File: src/design/aabb_ct_pkg.sv
package aabb_ct_pkg;

  localparam int MAX_BOXES = 64;
  localparam int IDX_W     = (MAX_BOXES > 1) ? $clog2(MAX_BOXES) : 1;
  localparam int SLOT_W    = 6;
  localparam int POS_W     = 16;
  localparam int SIZE_W    = 15;
  localparam int BND_W     = 19;
  localparam int CMD_W     = 2;

  typedef enum logic [CMD_W-1:0] {
    CMD_WRITE  = 2'd0,
    CMD_QUERY  = 2'd1,
    CMD_REMOVE = 2'd2
  } cmd_code_t;

  typedef enum logic [3:0] {
    ST_IDLE = 4'b0001,
    ST_EXEC = 4'b0010,
    ST_SCAN = 4'b0100,
    ST_DONE = 4'b1000
  } state_t;

  typedef struct packed {
    logic load;
    logic wr;
    logic rm;
    logic scan_run;
    logic res_load;
  } dp_ctrl_t;

  typedef struct packed {
    logic [CMD_W-1:0] cmd;
    logic             found;
    logic             last;
  } dp_status_t;

endpackage

File: src/design/aabb_ct_ctrl.sv
module aabb_ct_ctrl
  import aabb_ct_pkg::*;
(
  input  logic       clk,
  input  logic       rst,
  input  logic       in_valid,
  output logic       in_ready,
  output logic       out_valid,
  input  logic       out_ready,
  input  dp_status_t status,
  output dp_ctrl_t   ctrl
);

  state_t state, state_next;
  logic   out_free;

  assign in_ready = (state == ST_IDLE);
  assign out_free = !out_valid || out_ready;

  always_comb begin
    state_next = state;
    ctrl       = '0;
    case (state)
      ST_IDLE: begin
        if (in_valid) begin
          ctrl.load  = 1'b1;
          state_next = ST_EXEC;
        end
      end
      ST_EXEC: begin
        case (cmd_code_t'(status.cmd))
          CMD_WRITE: begin
            ctrl.wr    = 1'b1;
            state_next = ST_DONE;
          end
          CMD_REMOVE: begin
            ctrl.rm    = 1'b1;
            state_next = ST_DONE;
          end
          CMD_QUERY: begin
            ctrl.scan_run = 1'b1;
            state_next    = ST_SCAN;
          end
          default: begin
            state_next = ST_DONE;
          end
        endcase
      end
      ST_SCAN: begin
        if (status.found || status.last) begin
          state_next = ST_DONE;
        end else begin
          ctrl.scan_run = 1'b1;
        end
      end
      ST_DONE: begin
        if (out_free) begin
          ctrl.res_load = 1'b1;
          state_next    = ST_IDLE;
        end
      end
      default: begin
        state_next = ST_IDLE;
      end
    endcase
  end

  always_ff @(posedge clk) begin
    if (rst) begin
      state     <= ST_IDLE;
      out_valid <= 1'b0;
    end else begin
      state <= state_next;
      if (ctrl.res_load) begin
        out_valid <= 1'b1;
      end else if (out_ready) begin
        out_valid <= 1'b0;
      end
    end
  end

endmodule

File: config.mk
export PLATFORM = sky130hd
export DESIGN_NAME = aabb_ct_ctrl
export DESIGN_NICKNAME = d
export VERILOG_FILES = /design/src/design/aabb_ct_pkg.sv /design/src/design/aabb_ct_ctrl.sv
export SDC_FILE = /design/constraint.sdc
export NUM_CORES = 1
export LEC_CHECK = 0
export BUFFER_PORTS_ARGS = -buffer_cell sky130_fd_sc_hd__buf_2
export CORE_AREA = 2 2 39 41
export DETAILED_ROUTE_END_ITERATION = 10
export DIE_AREA = 0 0 41 43
export GPL_ROUTABILITY_DRIVEN = 0
export GPL_TIMING_DRIVEN = 0
export HOLD_SLACK_MARGIN = 0.15
export SYNTH_ARGS = -nofsm -noshare
export SYNTH_HDL_FRONTEND = slang
export SYNTH_SLANG_ARGS = --single-unit
File: constraint.sdc
create_clock -name clk -period 1.6 [get_ports clk]
set_input_delay 0.16 -clock clk [delete_from_list [all_inputs] [get_ports clk]]
set_output_delay 0.16 -clock clk [all_outputs]
set_load 0.02 [all_outputs]
Yosys cells after proc, flatten, opt, wreduce, memory -nomap -nowiden
Cells that the tools add are included.

operators by class
  reduce and logical (&&, ||, !) cells = 6
  equality and inequality tests = 9
  mux-type cells = 17

operators with widths
  kind                                                                   number
  4-bit 2-to-1 mux                                                       4
  4-bit case mux with 4 select lines                                     1
  1-bit 2-to-1 mux                                                       10
  2-bit inequality test, second input constant                           3
  4-bit by 1-bit equality test with 1-bit output, second input constant  1
  4-bit by 2-bit equality test with 1-bit output, second input constant  1
  4-bit by 3-bit equality test with 1-bit output, second input constant  1
  4-bit equality test, second input constant                             1
  3-bit AND reduction                                                    1
  2-bit by 1-bit equality test with 1-bit output, second input constant  1
  2-bit equality test, second input constant                             1
  2-bit zero test                                                        1
  1-bit logical OR                                                       2
  2-bit 2-to-1 mux                                                       1
  1-bit case mux with 2 select lines                                     1
  2-bit nonzero test                                                     1
  1-bit zero test                                                        1

storage, ports and cells
  output and inout port bits = 7
  logic and storage cells = 34
  bits of input ports = 8
  bits in registers = 5

Longest topological paths before layout
Gate-level depths: netlist of the first run.

  word-level depth = 5
  mapped depth = 4
  depth with buffers taken out = 4

Least setup slack after synthesis of the first run
No wires, ideal clock.

  path type = flip-flop to flip-flop
  start point = reg state[3]
  end point = reg state[1]
  stages on the path, launching flop included = 4
  clock period less this slack = 1.806 ns
  setup slack = -0.206 ns
  path buffers = 0
  required time = 1.535 ns
  arrival = 1.740 ns
  library setup time = 0.065 ns
  cells stage by stage = dfxtp_1 > nor4b_1 > and2_1 > nor2b_1

on the way
  word-level cells in the longest chain between the ends = 3
  elaborated cells on any way between the ends = 9
  classes of those cells = 7 x eq/ne; 1 x mux; 1 x reduce/logical

ends and longest elaborated chain
  item                                                line                text
  from (decl)                                         aabb_ct_ctrl.sv:14  state_t state, state_next;
  from (signal assigned)                              aabb_ct_ctrl.sv:73  state <= state_next;
  4-bit by 1-bit equality test with 1-bit output (*)  --
  via in_ready                                        aabb_ct_ctrl.sv:7   output logic in_ready,
  2-bit inequality test (no source line)              --
  3-bit AND reduction (no source line)                --

Mark *: on every way through the listed nets, which the timed path passes. The rest lies on a longest branch.
A chain may end at the register's enable or synchronous reset.

==> results.md, run 1 <==
| Step | Metric | This run |
| --- | --- | --- |
| run status | Status | finished, violations left |
| run status | Violated checks | negative setup slack |
| global routing | Grt ovf | 0 |
| critical path | Nature of the critical path endpoint | primary output |
| cts | Number of buffers between clock root and the deepest sink | 2 |
| critical path | Critical path peak fanout | 4 |
| power and ir drop | Part of the power in registers | 38.8% |
| sta | Maximum clock frequency | 563 MHz |
| synthesis | Most instantiated library cell after synthesis | sky130_fd_sc_hd__dfxtp_1 |
| placement | Buffers on Ports | 14 |
| sta | Worst relative slew slack | 79.8% |
| drt | Routed WL per cell | 9.41 um |
| global routing | Vias in the first global route | 290 |
| synthesis | Gate count after technology mapping | 33 |
| synthesis | Area leader, netlist | sky130_fd_sc_hd__dfxtp_1 |
| floorplanning | Area of the die | 0.00176 mm2 |
| sta | Final setup vio count | 4 |
| cts | Root Buffer | sky130_fd_sc_hd__clkbuf_4 |
| drt | Total via count after detailed routing | 311 |
| critical path | Category of the most critical setup path | flop to primary output |
| floorplanning | Die Span Y | 43 um |
| drt | Met2 wire len | 317 um |
| critical path | Count of cells along the worst register-to-register path | 5 |
| sta | Final slew viol count | 0 |
| power and ir drop | Part of the power in combinational logic | 22.1% |
| min path | Hold Startpoint | in_valid |
| floorplanning | Core footprint | 0.00138 mm2 |
| drt | Residual DRC | 0 |
| synthesis | Warnings from Yosys | 0 |
| layout | Fill cell total of the finished layout | 146 |
| drt | Uppermost routed layer | met3 |
| critical path | Startpoint of the worst register-to-register path | state[1] |
| synthesis | Number of flip-flops and latches in the synthesized netlist | 5 |
| synthesis | Proportion of netlist area held by the largest area contributor | 34.8% |
| critical path | Endpoint of the worst register-to-register path | state[0] |
| sta | Post-route setup slack | -0.176 ns |
| sta | Hold violation total from the final report | 0 |
| cts | CTS tree | built |
| drt | Iter 0 DRT Violations | 3 |
| synthesis | Nets in the synthesized netlist | 41 |
| critical path | Reg2Reg Setup Slack | 0.03 ns |
| critical path | Worst endpoint data arrival time | 1.62 ns |
| power and ir drop | Switching power summed over all nets | 0.0916 mW |
| sta | RSZ-0062 raised after global routing | yes |
| cts | Sinks on the clock net | 5 |
| layout | Net total in the final layout | 63 |
| synthesis | Cell Area, Synth | 288 um2 |
| power and ir drop | Clock network fraction of total power | 39.1% |
| sta | Slew at the pin closest to its max-slew limit | 0.302 ns |
| floorplanning | Starting density of the core | 20.8% |
| layout | Post-synthesis to final-layout area growth | 72.2% |
| sta | Final critical delay including setup and external delays | 1.78 ns |
| layout | Antenna cell count | 0 |
| floorplanning | Row cnt | 14 |
| power and ir drop | Internal power | 0.262 mW |
| global routing | Pin count of the biggest net entering global routing | 8 |
| global routing | First-pass GRT wire length | 1110 um |
| global routing | Number of antenna violations at the first check in global routing | 0 |
| global routing | Global routing usage summed across all routing layers | 9.54% |
| drt | Routed via count divided by cell count | 4.44 |
| min path | Worst hold path type | input port to flop |
| synthesis | Count of unique library cells instantiated by Yosys | 20 |
| power and ir drop | Switching part of the total | 25.9% |
| cts | Clock edge transition at the registers on the reported setup and hold paths | 0.04 ns |
| critical path | Startpoint type of the worst setup path | flop |
| synthesis | Average size of a mapped cell | 8.72 um2 |
| synthesis | Sequential share of the synthesized area | 34.8% |
| drt | Number of detailed-route iterations in the first pass | 2 |
| critical path | Required @ worst endpoint | 1.44 ns |
| cts | H-tree lvl count | 1 |
| drt | DRT met1 WL | 306 um |
| floorplanning | I/O pin cnt | 15 |
| power and ir drop | VDD IR-drop max | 0.351 mV |
| power and ir drop | Power density cells | 713 mW/mm2 |
| synthesis | Number of synthesized flops with an enable pin | 0 |
| drt | Remaining antenna violation count | 0 |
| min path | WHS Endpoint | state[0] |
| sta | Fin Hold WS | 0.201 ns |
| floorplanning | Width of the chip | 41 um |
| job | Number of maximum-capacitance constraint violations | 0 |
| layout | Final core utilization | 35.8% |
| layout | Fraction of final layout cells with drive strength greater than 1 | 51.9% |
| synthesis | Cell types occupying the most area after synthesis | sky130_fd_sc_hd__dfxtp_1 (35%), sky130_fd_sc_hd__or4b_1 (10%), sky130_fd_sc_hd__nor2b_1 (8.7%) |
| drt | Met3 WL post-DR | 35 um |
| cts | Clock buffer count from CTS | 3 |
| synthesis | Post-synth top flop | sky130_fd_sc_hd__dfxtp_1 |
| sta | Share of the cycle needed by the critical path after routing | 111% |
| cts | Latest clock arrival within the worst-skew pair | 0.23 ns |
| sta | Worst clock skew on the final layout | 0.00164 ns |
| min path | Cell count of the worst hold path | 4 |
| power and ir drop | Static Leak | 0.209 nW |
| drt | Total detailed-routing wirelength | 659 um |
| synthesis | Ys async rst share | 0% |
| synthesis | Most frequent cells after synthesis | sky130_fd_sc_hd__dfxtp_1 (5), sky130_fd_sc_hd__a21oi_1 (4), sky130_fd_sc_hd__nor2b_1 (4) |
[critical path, cell delays in order, from the launching register on]
cell	delay [ns]
sky130_fd_sc_hd__dfxtp_4	0.35
sky130_fd_sc_hd__or4b_4	0.46
sky130_fd_sc_hd__or3_4	0.36
sky130_fd_sc_hd__o21ai_4	0.07
sky130_fd_sc_hd__buf_6	0.13
[registers in the layout, summed over array words and instances (netlist names)]
signal and flops:
state 4, out_valid 1
[stage by stage]
step | setup WS (ns) | std cells | TNS, ns | power (mW) | area, um2
final | -0.176 | 70 | -0.548 | 0.353 | 495
after detailed placement | -0.0620 | 63 | -0.0620 | 0.208 | 389
after global placement | -0.0601 | 63 | -0.0601 | 0.207 | 389
after CTS | -0.226 | 70 | -0.644 | 0.358 | 467
after global routing | -0.225 | 70 | -0.855 | 0.377 | 495
after floorplan | 0.0349 | 33 | 0 | 0.183 | 299
[worst max path at each step]
stage,startpoint,to,slack [ns],depth (start not counted)
floorplan,state[3],ctrl[3],0.03,2
global placement,state[1],ctrl[1],-0.06,4
detailed placement,state[2],ctrl[1],-0.06,4
CTS,state[1],ctrl[1],-0.23,4
global route,state[1],ctrl[1],-0.23,4
finish,state[2],ctrl[1],-0.18,4
[power groups by stage]
stage / clock network (mW) / registers (mW) / logic [mW]
6_report: 0.138 / 0.137 / 0.0782
5_1_grt: 0.155 / 0.139 / 0.0833
4_1_cts: 0.147 / 0.137 / 0.0745
3_5_place_dp: 0 / 0.143 / 0.0649
3_3_place_gp: 0 / 0.142 / 0.0642
2_1_floorplan: 0 / 0.140 / 0.0424
[cell type report]
cell class | count | area (um2) | area share [%]
Inverter | 1 | 3.75 | 0.758
Multi-Input combinational cell | 27 | 221 | 44.7
Sequential cell | 5 | 108 | 21.7
Clock buffer | 4 | 26.3 | 5.30
Timing Repair Buffer | 17 | 116 | 23.5
Tap cell | 16 | 20.0 | 4.04
[routing by layer]
metal	vias up	track usage (%)
met4	0	8.00
met1	142	10.9
met5	-	0
met3	0	1.57
li1	162	-
met2	7	14.4
[logic make-up (layout without fill, tap and decap cells)]
logic type             Yosys count  in the layout  share of synthesized area [%]
AND/OR/NAND/NOR                 19             19                           47.0
buffers and inverters            1             22                           1.30
AO/OA/AOI/OAI                    8              8                           17.0
flip-flops                       5              5                           34.8
[repair_timing]
item / CTS / global route
endpoints found under the hold margin: 2 / 0
hold buffers: 1 / 0
buffers inserted: 2 / 0
setup endpoints to repair: 4 / 6
gates resized for setup: 10 / 6
pin swaps: 2 / 4
[cells in the final DEF, fill, tap and decap left out, drive strengths merged, types with 2 or more instances in the layout]
cell type   n
nand2b      2
clkbuf      4
dfxtp       5
buf        16
or4b        3
o21ai       2
a21oi       4
nor2b       4
(Power assumes the default switching activity.)
==> run 2, diff against run 1 <==
Clock period 1.6 ns to 1.8 ns, I/O delays scaled along.
==> run 2 against run 1 <==
  * The flow now finishes without violations
  * Die area unchanged
  * Power down 12%
  * Utilization decreased by 2.6 points
  * Sequential power decreased by 11%
  * Non-clock buffer count down 1
  * Critical path depth unchanged
  * Sequential share of layout area is 1.7 points higher
  * Clock-buffer cell count unchanged
  * Via count fell by 1.9%
  * First-iteration DRC count increased by 33%
  * Critical endpoint unchanged
  * Largest cell class unchanged
  * Highest routed layer unchanged
==> results.md, run 2 (synthesis results as in run 1) <==
| Step | Metric | This run | Change |
| --- | --- | --- | --- |
| cts | Clock buffer count from CTS | 3 | unchanged |
| layout | Antenna cell count | 0 | unchanged |
| power and ir drop | Part of the power in registers | 39.2% | +0.4 points |
| placement | Buffers on Ports | 14 | unchanged |
| drt | Routed via count divided by cell count | 4.42 | -0.51% |
| critical path | Startpoint type of the worst setup path | flop |  |
| critical path | CP Cell Sequence | or4b_4, or3_4, o21ai_4, buf_6 |  |
| power and ir drop | Power density cells | 676 mW/mm2 | -5.2% |
| cts | Number of buffers between clock root and the deepest sink | 2 | unchanged |
| job | Number of maximum-capacitance constraint violations | 0 | unchanged |
| cts | Count of hold-fix buffers inserted at cts | 0 | -1 |
| floorplanning | Die Span Y | 43 um | unchanged |
| floorplanning | Core footprint | 0.00138 mm2 | unchanged |
| layout | Registers with the most flip-flops | state: 4 flops, out_valid: 1 flops |  |
| floorplanning | Row cnt | 14 | unchanged |
| sta | Slew at the pin closest to its max-slew limit | 0.295 ns | -0.00702 ns |
| cts | Latest clock arrival within the worst-skew pair | 0.23 ns | about the same |
| sta | Final critical delay including setup and external delays | 1.80 ns |  |
| sta | Hold violation total from the final report | 0 | unchanged |
| layout | Largest Register | state |  |
| drt | Iter 0 DRT Violations | 4 | +1 |
| power and ir drop | Clock network fraction of total power | 40.0% | +0.9 points |
| layout | Net total in the final layout | 62 | -1.6% |
| floorplanning | Area of the die | 0.00176 mm2 | unchanged |
| layout | Flip-flop count of the largest register after layout | 4 | unchanged |
| cts | CTS tree | built |  |
| sta | Final setup vio count | 0 | -4 |
| layout | Commonest non-fill, non-tap cell in the layout | sky130_fd_sc_hd__buf_2 |  |
| global routing | Number of antenna violations at the first check in global routing | 0 | unchanged |
| layout | Final core utilization | 33.2% | -2.6 points |
| drt | Total detailed-routing wirelength | 620 um | -5.9% |
| critical path | Category of the most critical setup path | flop to primary output |  |
| power and ir drop | VDD IR-drop max | 0.290 mV | -17% |
| floorplanning | Starting density of the core | 20.8% | unchanged |
| critical path | Critical path peak fanout | 6 | +2 |
| sta | RSZ-0062 raised after global routing | yes |  |
| global routing | Global routing usage summed across all routing layers | 7.92% | -1.6 points |
| cts | Root Buffer | sky130_fd_sc_hd__clkbuf_4 |  |
| cts | Sinks on the clock net | 5 | unchanged |
| power and ir drop | Part of the power in combinational logic | 20.8% | -1.3 points |
| global routing | Vias in the first global route | 265 | -8.6% |
| power and ir drop | Internal power | 0.230 mW | -12% |
| drt | Remaining antenna violation count | 0 | unchanged |
| global routing | First-pass GRT wire length | 945 um | -15% |
| drt | Routed WL per cell | 8.99 um | -4.6% |
| sta | Worst relative slew slack | 80.3% | +0.47 points |
| floorplanning | Width of the chip | 41 um | unchanged |
| floorplanning | I/O pin cnt | 15 | unchanged |
| layout | Fill cell total of the finished layout | 143 | -2.1% |
| sta | Share of the cycle needed by the critical path after routing | 99.9% |  |
| global routing | Grt ovf | 0 | unchanged |
| placement | Sum of net half-perimeters after detailed placement | 489 um |  |
| power and ir drop | Total Power | 0.310 mW | -12% |
| layout | Most frequent cells in the layout | sky130_fd_sc_hd__buf_2 (13), sky130_fd_sc_hd__nor2b_1 (4), sky130_fd_sc_hd__a21oi_1 (4) |  |
| critical path | Delay of the slowest cell on the worst path | 0.46 ns | about the same |
| cts | Clock edge transition at the registers on the reported setup and hold paths | 0.04 ns | about the same |
| layout | Post-synthesis to final-layout area growth | 59.6% |  |
| critical path | Worst endpoint data arrival time | 1.62 ns | about the same |
| sta | Final slew viol count | 0 | unchanged |
| drt | Number of detailed-route iterations in the first pass | 4 | +2 |
| power and ir drop | Switching part of the total | 25.8% | -0.12 points |
| sta | Worst clock skew on the final layout | 0.000912 ns | -0.000724 ns |
| power and ir drop | Switching power summed over all nets | 0.0801 mW | -13% |
| power and ir drop | Static Leak | 0.199 nW | -4.8% |
| sta | Fin Hold WS | 0.167 ns | -0.0339 ns |
| critical path | Critical path's slowest cell | sky130_fd_sc_hd__or4b_4 |  |
| sta | Maximum clock frequency | 556 MHz |  |
| layout | Fraction of final layout cells with drive strength greater than 1 | 50.9% | -0.91 points |
| drt | Residual DRC | 0 | unchanged |
| run status | Status | finished clean |  |
| min path | Worst hold path type | input port to flop |  |
| critical path | Required @ worst endpoint | 1.62 ns | +0.18 ns |
| drt | Total via count after detailed routing | 305 | -1.9% |
| critical path | Nature of the critical path endpoint | primary output |  |
| global routing | Pin count of the biggest net entering global routing | 8 | unchanged |
| cts | H-tree lvl count | 1 | unchanged |
run 2: cell count changes in the layout (fill, tap and decap cells not counted):
cell,before,now
sky130_fd_sc_hd__buf_2,10,13
sky130_fd_sc_hd__buf_6,3,1
sky130_fd_sc_hd__buf_4,3,2
sky130_fd_sc_hd__dlygate4sd3_1,1,0
sky130_fd_sc_hd__nor3_1,0,1
sky130_fd_sc_hd__nor3_4,1,0
run 2: power groups by stage:
| stage | combinational (mW) | sequential (mW) | clock (mW) |
|---|---|---|---|
| 2_1_floorplan | 0.0373 | 0.125 | 0 |
| 3_3_place_gp | 0.0567 | 0.126 | 0 |
| 3_5_place_dp | 0.0572 | 0.127 | 0 |
| 4_1_cts | 0.0630 | 0.121 | 0.132 |
| 5_1_grt | 0.0706 | 0.122 | 0.135 |
| 6_report | 0.0646 | 0.122 | 0.124 |
run 2: worst max-delay path, delay by kind of cell, from the launching register on:
family	cells	cell delay, ns
AND/OR/NAND/NOR	2	0.82
flip-flops	1	0.35
buffers and inverters	1	0.13
AO/OA/AOI/OAI	1	0.07
run 2: worst paths after layout:
kind	end	start	slack (ns)	cells past startpoint
max	ctrl[1]	state[2]	0.001	4
min	state[1]	rst	0.17	2
max reg2reg	state[0]	state[1]	0.23	5
min reg2reg	out_valid	out_valid	0.51	2
run 2: area by class of cell:
cell class / instances / area (um2) / share of cell area, %
clock buffer: 4 / 26.3 / 5.72
inverter: 1 / 3.75 / 0.817
multi-input combinational: 27 / 210 / 45.8
sequential: 5 / 108 / 23.4
tap: 16 / 20.0 / 4.36
timing repair buffer: 16 / 91.3 / 19.9
run 2: metrics by stage:
step                      worst slack (ns)  std cells  TNS, ns  area [um2]
after floorplan                      0.161         33        0         294
after global placement               0.123         63        0         384
after detailed placement             0.134         63        0         384
after CTS                          -0.0465         69  -0.0465         443
after global routing               -0.0414         69  -0.0414         459
final                              0.00116         69        0         459
run 2: layer usage:
metal	global-route usage, %	part of all wire, %
met4	6.00	0
met3	1.57	5.5
met2	12.5	51
met1	8.65	43
met5	0	0
run 2: what timing repair did:
action	CTS	global route
setup buffers	2	0
pin swaps	2	1
hold endpoints to repair	0	0
endpoints found under the setup margin	1	3
resized for setup	7	3
==> run 3, diff against run 2 <==
--- a/constraint.sdc
+++ b/constraint.sdc
@@ -3,2 +3,2 @@
 set_output_delay 0.18 -clock clk [all_outputs]
-set_load 0.02 [all_outputs]
+set_load 0.01 [all_outputs]
==> run 3 against run 2 <==
  * Combinational power shrank 13%
  * Utilization shrank 0.36 points
  * Cell count grew 2.9%
  * Register-to-register slack is essentially flat
  * Setup slack gained 0.0083 ns
  * Power shrank 3.1%
  * Sequential cell count is the same
  * Clock skew grew 0.0011 ns
  * Fmax grew 0.46%
  * Via count grew 2.6%
  * Critical endpoint unchanged
  * Largest cell class unchanged
==> results.md, run 3 (synthesis results as in run 1) <==
| Step | Metric | This run | Change |
| --- | --- | --- | --- |
| run status | Status | finished clean |  |
| placement | Sum of net half-perimeters after detailed placement | 489 um | +0.14% |
| cts | Clock edge transition at the registers on the reported setup and hold paths | 0.04 ns | about the same |
| global routing | Global routing usage summed across all routing layers | 9.24% | +1.3 points |
| min path | Hold Startpoint | rst |  |
| floorplanning | I/O pin cnt | 15 | unchanged |
| drt | Iter 0 DRT Violations | 5 | +1 |
| sta | Hold violation total from the final report | 0 | unchanged |
| sta | Worst clock skew on the final layout | 0.00204 ns | +0.00112 ns |
| layout | Fraction of final layout cells with drive strength greater than 1 | 50.9% | about the same |
| layout | Commonest non-fill, non-tap cell in the layout | sky130_fd_sc_hd__buf_2 |  |
| power and ir drop | Clock network fraction of total power | 40.7% | +0.7 points |
| global routing | Grt ovf | 0 | unchanged |
| floorplanning | Width of the chip | 41 um | unchanged |
| layout | Most frequent cells in the layout | sky130_fd_sc_hd__buf_2 (14), sky130_fd_sc_hd__nor2b_1 (4), sky130_fd_sc_hd__a21oi_1 (4), sky130_fd_sc_hd__buf_4 (4) |  |
| drt | Total detailed-routing wirelength | 691 um | +11% |
| global routing | Number of antenna violations at the first check in global routing | 0 | unchanged |
| sta | Final setup vio count | 0 | unchanged |
| floorplanning | Area of the die | 0.00176 mm2 | unchanged |
| critical path | Startpoint type of the worst setup path | flop |  |
| drt | Total via count after detailed routing | 313 | +2.6% |
| drt | Routed via count divided by cell count | 4.41 | -0.27% |
| critical path | Category of the most critical setup path | flop to primary output |  |
| layout | Largest Register | state |  |
| sta | Final critical delay including setup and external delays | 1.79 ns | -0.00827 ns |
| global routing | First-pass GRT wire length | 1060 um | +12% |
| cts | Count of hold-fix buffers inserted at cts | 0 | unchanged |
| power and ir drop | Power density cells | 662 mW/mm2 | -2.0% |
| power and ir drop | Part of the power in registers | 40.5% | +1.3 points |
| floorplanning | Row cnt | 14 | unchanged |
| critical path | Critical path's slowest cell | sky130_fd_sc_hd__or4b_4 |  |
| layout | Antenna cell count | 0 | unchanged |
| min path | Cell count of the worst hold path | 2 | unchanged |
| floorplanning | Core footprint | 0.00138 mm2 | unchanged |
| job | Number of maximum-capacitance constraint violations | 0 | unchanged |
| global routing | Vias in the first global route | 286 | +7.9% |
| power and ir drop | Switching part of the total | 24.0% | -1.8 points |
| sta | Final slew viol count | 0 | unchanged |
| sta | Maximum clock frequency | 558 MHz | +0.46% |
| drt | Routed WL per cell | 9.73 um | +8.3% |
| cts | H-tree lvl count | 1 | unchanged |
| drt | Number of detailed-route iterations in the first pass | 2 | -2 |
| drt | Remaining antenna violation count | 0 | unchanged |
| layout | Post-synthesis to final-layout area growth | 57.8% |  |
| layout | Registers with the most flip-flops | state: 4 flops, out_valid: 1 flops |  |
| critical path | Worst endpoint data arrival time | 1.61 ns | about the same |
| cts | Sinks on the clock net | 5 | unchanged |
| power and ir drop | Total Power | 0.301 mW | -3.1% |
| critical path | Delay of the slowest cell on the worst path | 0.48 ns | +0.02 ns |
| min path | WHS Endpoint | state[1] |  |
| critical path | Startpoint of the worst register-to-register path | state[1] |  |
| power and ir drop | Static Leak | 0.206 nW | +3.3% |
| global routing | Pin count of the biggest net entering global routing | 8 | unchanged |
| critical path | Endpoint of the worst register-to-register path | state[0] |  |
| layout | Flip-flop count of the largest register after layout | 4 | unchanged |
| layout | Fill cell total of the finished layout | 148 | +3.5% |
| layout | Net total in the final layout | 64 | +3.2% |
| critical path | Nature of the critical path endpoint | primary output |  |
| floorplanning | Die Span Y | 43 um | unchanged |
| power and ir drop | Part of the power in combinational logic | 18.8% | -2.0 points |
| sta | TNS Setup | 0 ns | unchanged |
| cts | Latest clock arrival within the worst-skew pair | 0.23 ns | about the same |
| cts | CTS tree | built |  |
| critical path | Required @ worst endpoint | 1.62 ns | about the same |
| floorplanning | Starting density of the core | 20.8% | unchanged |
| cts | Root Buffer | sky130_fd_sc_hd__clkbuf_4 |  |
| critical path | CP Cell Sequence | or4b_4, or3_4, o21ai_2, buf_2 |  |
| critical path | Count of cells along the worst register-to-register path | 5 | unchanged |
| sta | Share of the cycle needed by the critical path after routing | 99.5% | -0.46 points |
| critical path | Critical path peak fanout | 2 | -4 |
| sta | Worst relative slew slack | 71.0% | -9.2 points |
| layout | Final core utilization | 32.8% | -0.36 points |
| drt | Residual DRC | 0 | unchanged |
| power and ir drop | Switching power summed over all nets | 0.0722 mW | -9.8% |
| placement | Buffers on Ports | 14 | unchanged |
| min path | Worst hold path type | input port to flop |  |
| cts | Number of buffers between clock root and the deepest sink | 2 | unchanged |
| sta | RSZ-0062 raised after global routing | yes |  |
| power and ir drop | VDD IR-drop max | 0.305 mV | +5.0% |
| power and ir drop | Internal power | 0.228 mW | -0.74% |
| sta | Slew at the pin closest to its max-slew limit | 0.429 ns | +0.133 ns |
| cts | Clock buffer count from CTS | 3 | unchanged |
| critical path | Reg2Reg Setup Slack | 0.23 ns | about the same |
## run 3: changes by cell type in the layout (fill, tap and decap cells not counted)
cell and delta:
sky130_fd_sc_hd__buf_2 +1, sky130_fd_sc_hd__nor4b_2 -1, sky130_fd_sc_hd__o21ai_2 +1, sky130_fd_sc_hd__buf_4 +2
sky130_fd_sc_hd__buf_6 -1, sky130_fd_sc_hd__nor4b_1 +1, sky130_fd_sc_hd__o21ai_4 -1
## run 3: routing by layer
layer / part of all wire [%] / track usage (%)
met1: 35 / 8.04
met2: 62 / 15.3
met4: 0 / 8.00
met3: 2.6 / 3.14
met5: 0 / 0
## run 3: area by class of cell
| class | instances | area, um2 | area share [%] |
|---|---|---|---|
| sequential | 5 | 108 | 23.7 |
| clock buffer | 4 | 26.3 | 5.79 |
| multi-input combinational | 27 | 196 | 43.3 |
| tap | 16 | 20.0 | 4.41 |
| timing repair buffer | 18 | 100 | 22.0 |
| inverter | 1 | 3.75 | 0.826 |
## run 3: worst max path at each step
stage	from	slack, ns	end
floorplan	state[1]	0.33	state[2]
global route	state[1]	-0.05	ctrl[1]
global placement	state[1]	0.17	ctrl[1]
finish	state[1]	0.009	ctrl[1]
detailed placement	state[1]	0.17	ctrl[1]
CTS	state[1]	-0.06	ctrl[1]
## run 3: metrics by stage
step,setup slack (ns),area [um2],instances,hold slack (ns)
2_1_floorplan,0.325,288,33,0.249
3_3_place_gp,0.167,378,63,0.418
3_5_place_dp,0.171,378,63,0.419
4_1_cts,-0.0576,442,70,0.160
5_1_grt,-0.0504,454,71,0.189
6_report,0.00943,454,71,0.160
## run 3: critical path, delay by kind of cell (launching register included)
kind	cells	cell delay, ns
AND/OR/NAND/NOR	2	0.83
flip-flops	1	0.33
AO/OA/AOI/OAI	1	0.07
buffers and inverters	1	0.15
## run 3: power by group through the flow
stage	Clock, mW	Sequential, mW	Combinational (mW)
finish	0.123	0.122	0.0565
global route	0.141	0.122	0.0636
CTS	0.129	0.121	0.0559
detailed placement	0	0.126	0.0496
global placement	0	0.126	0.0488
floorplan	0	0.124	0.0297
## run 3: repair_timing
item / in CTS / in global routing
setup endpoints to repair: 1 / 2
gates resized for setup: 6 / 1
pin swaps: 2 / 1
buffers inserted: 3 / 1
hold endpoints to repair: 0 / 0
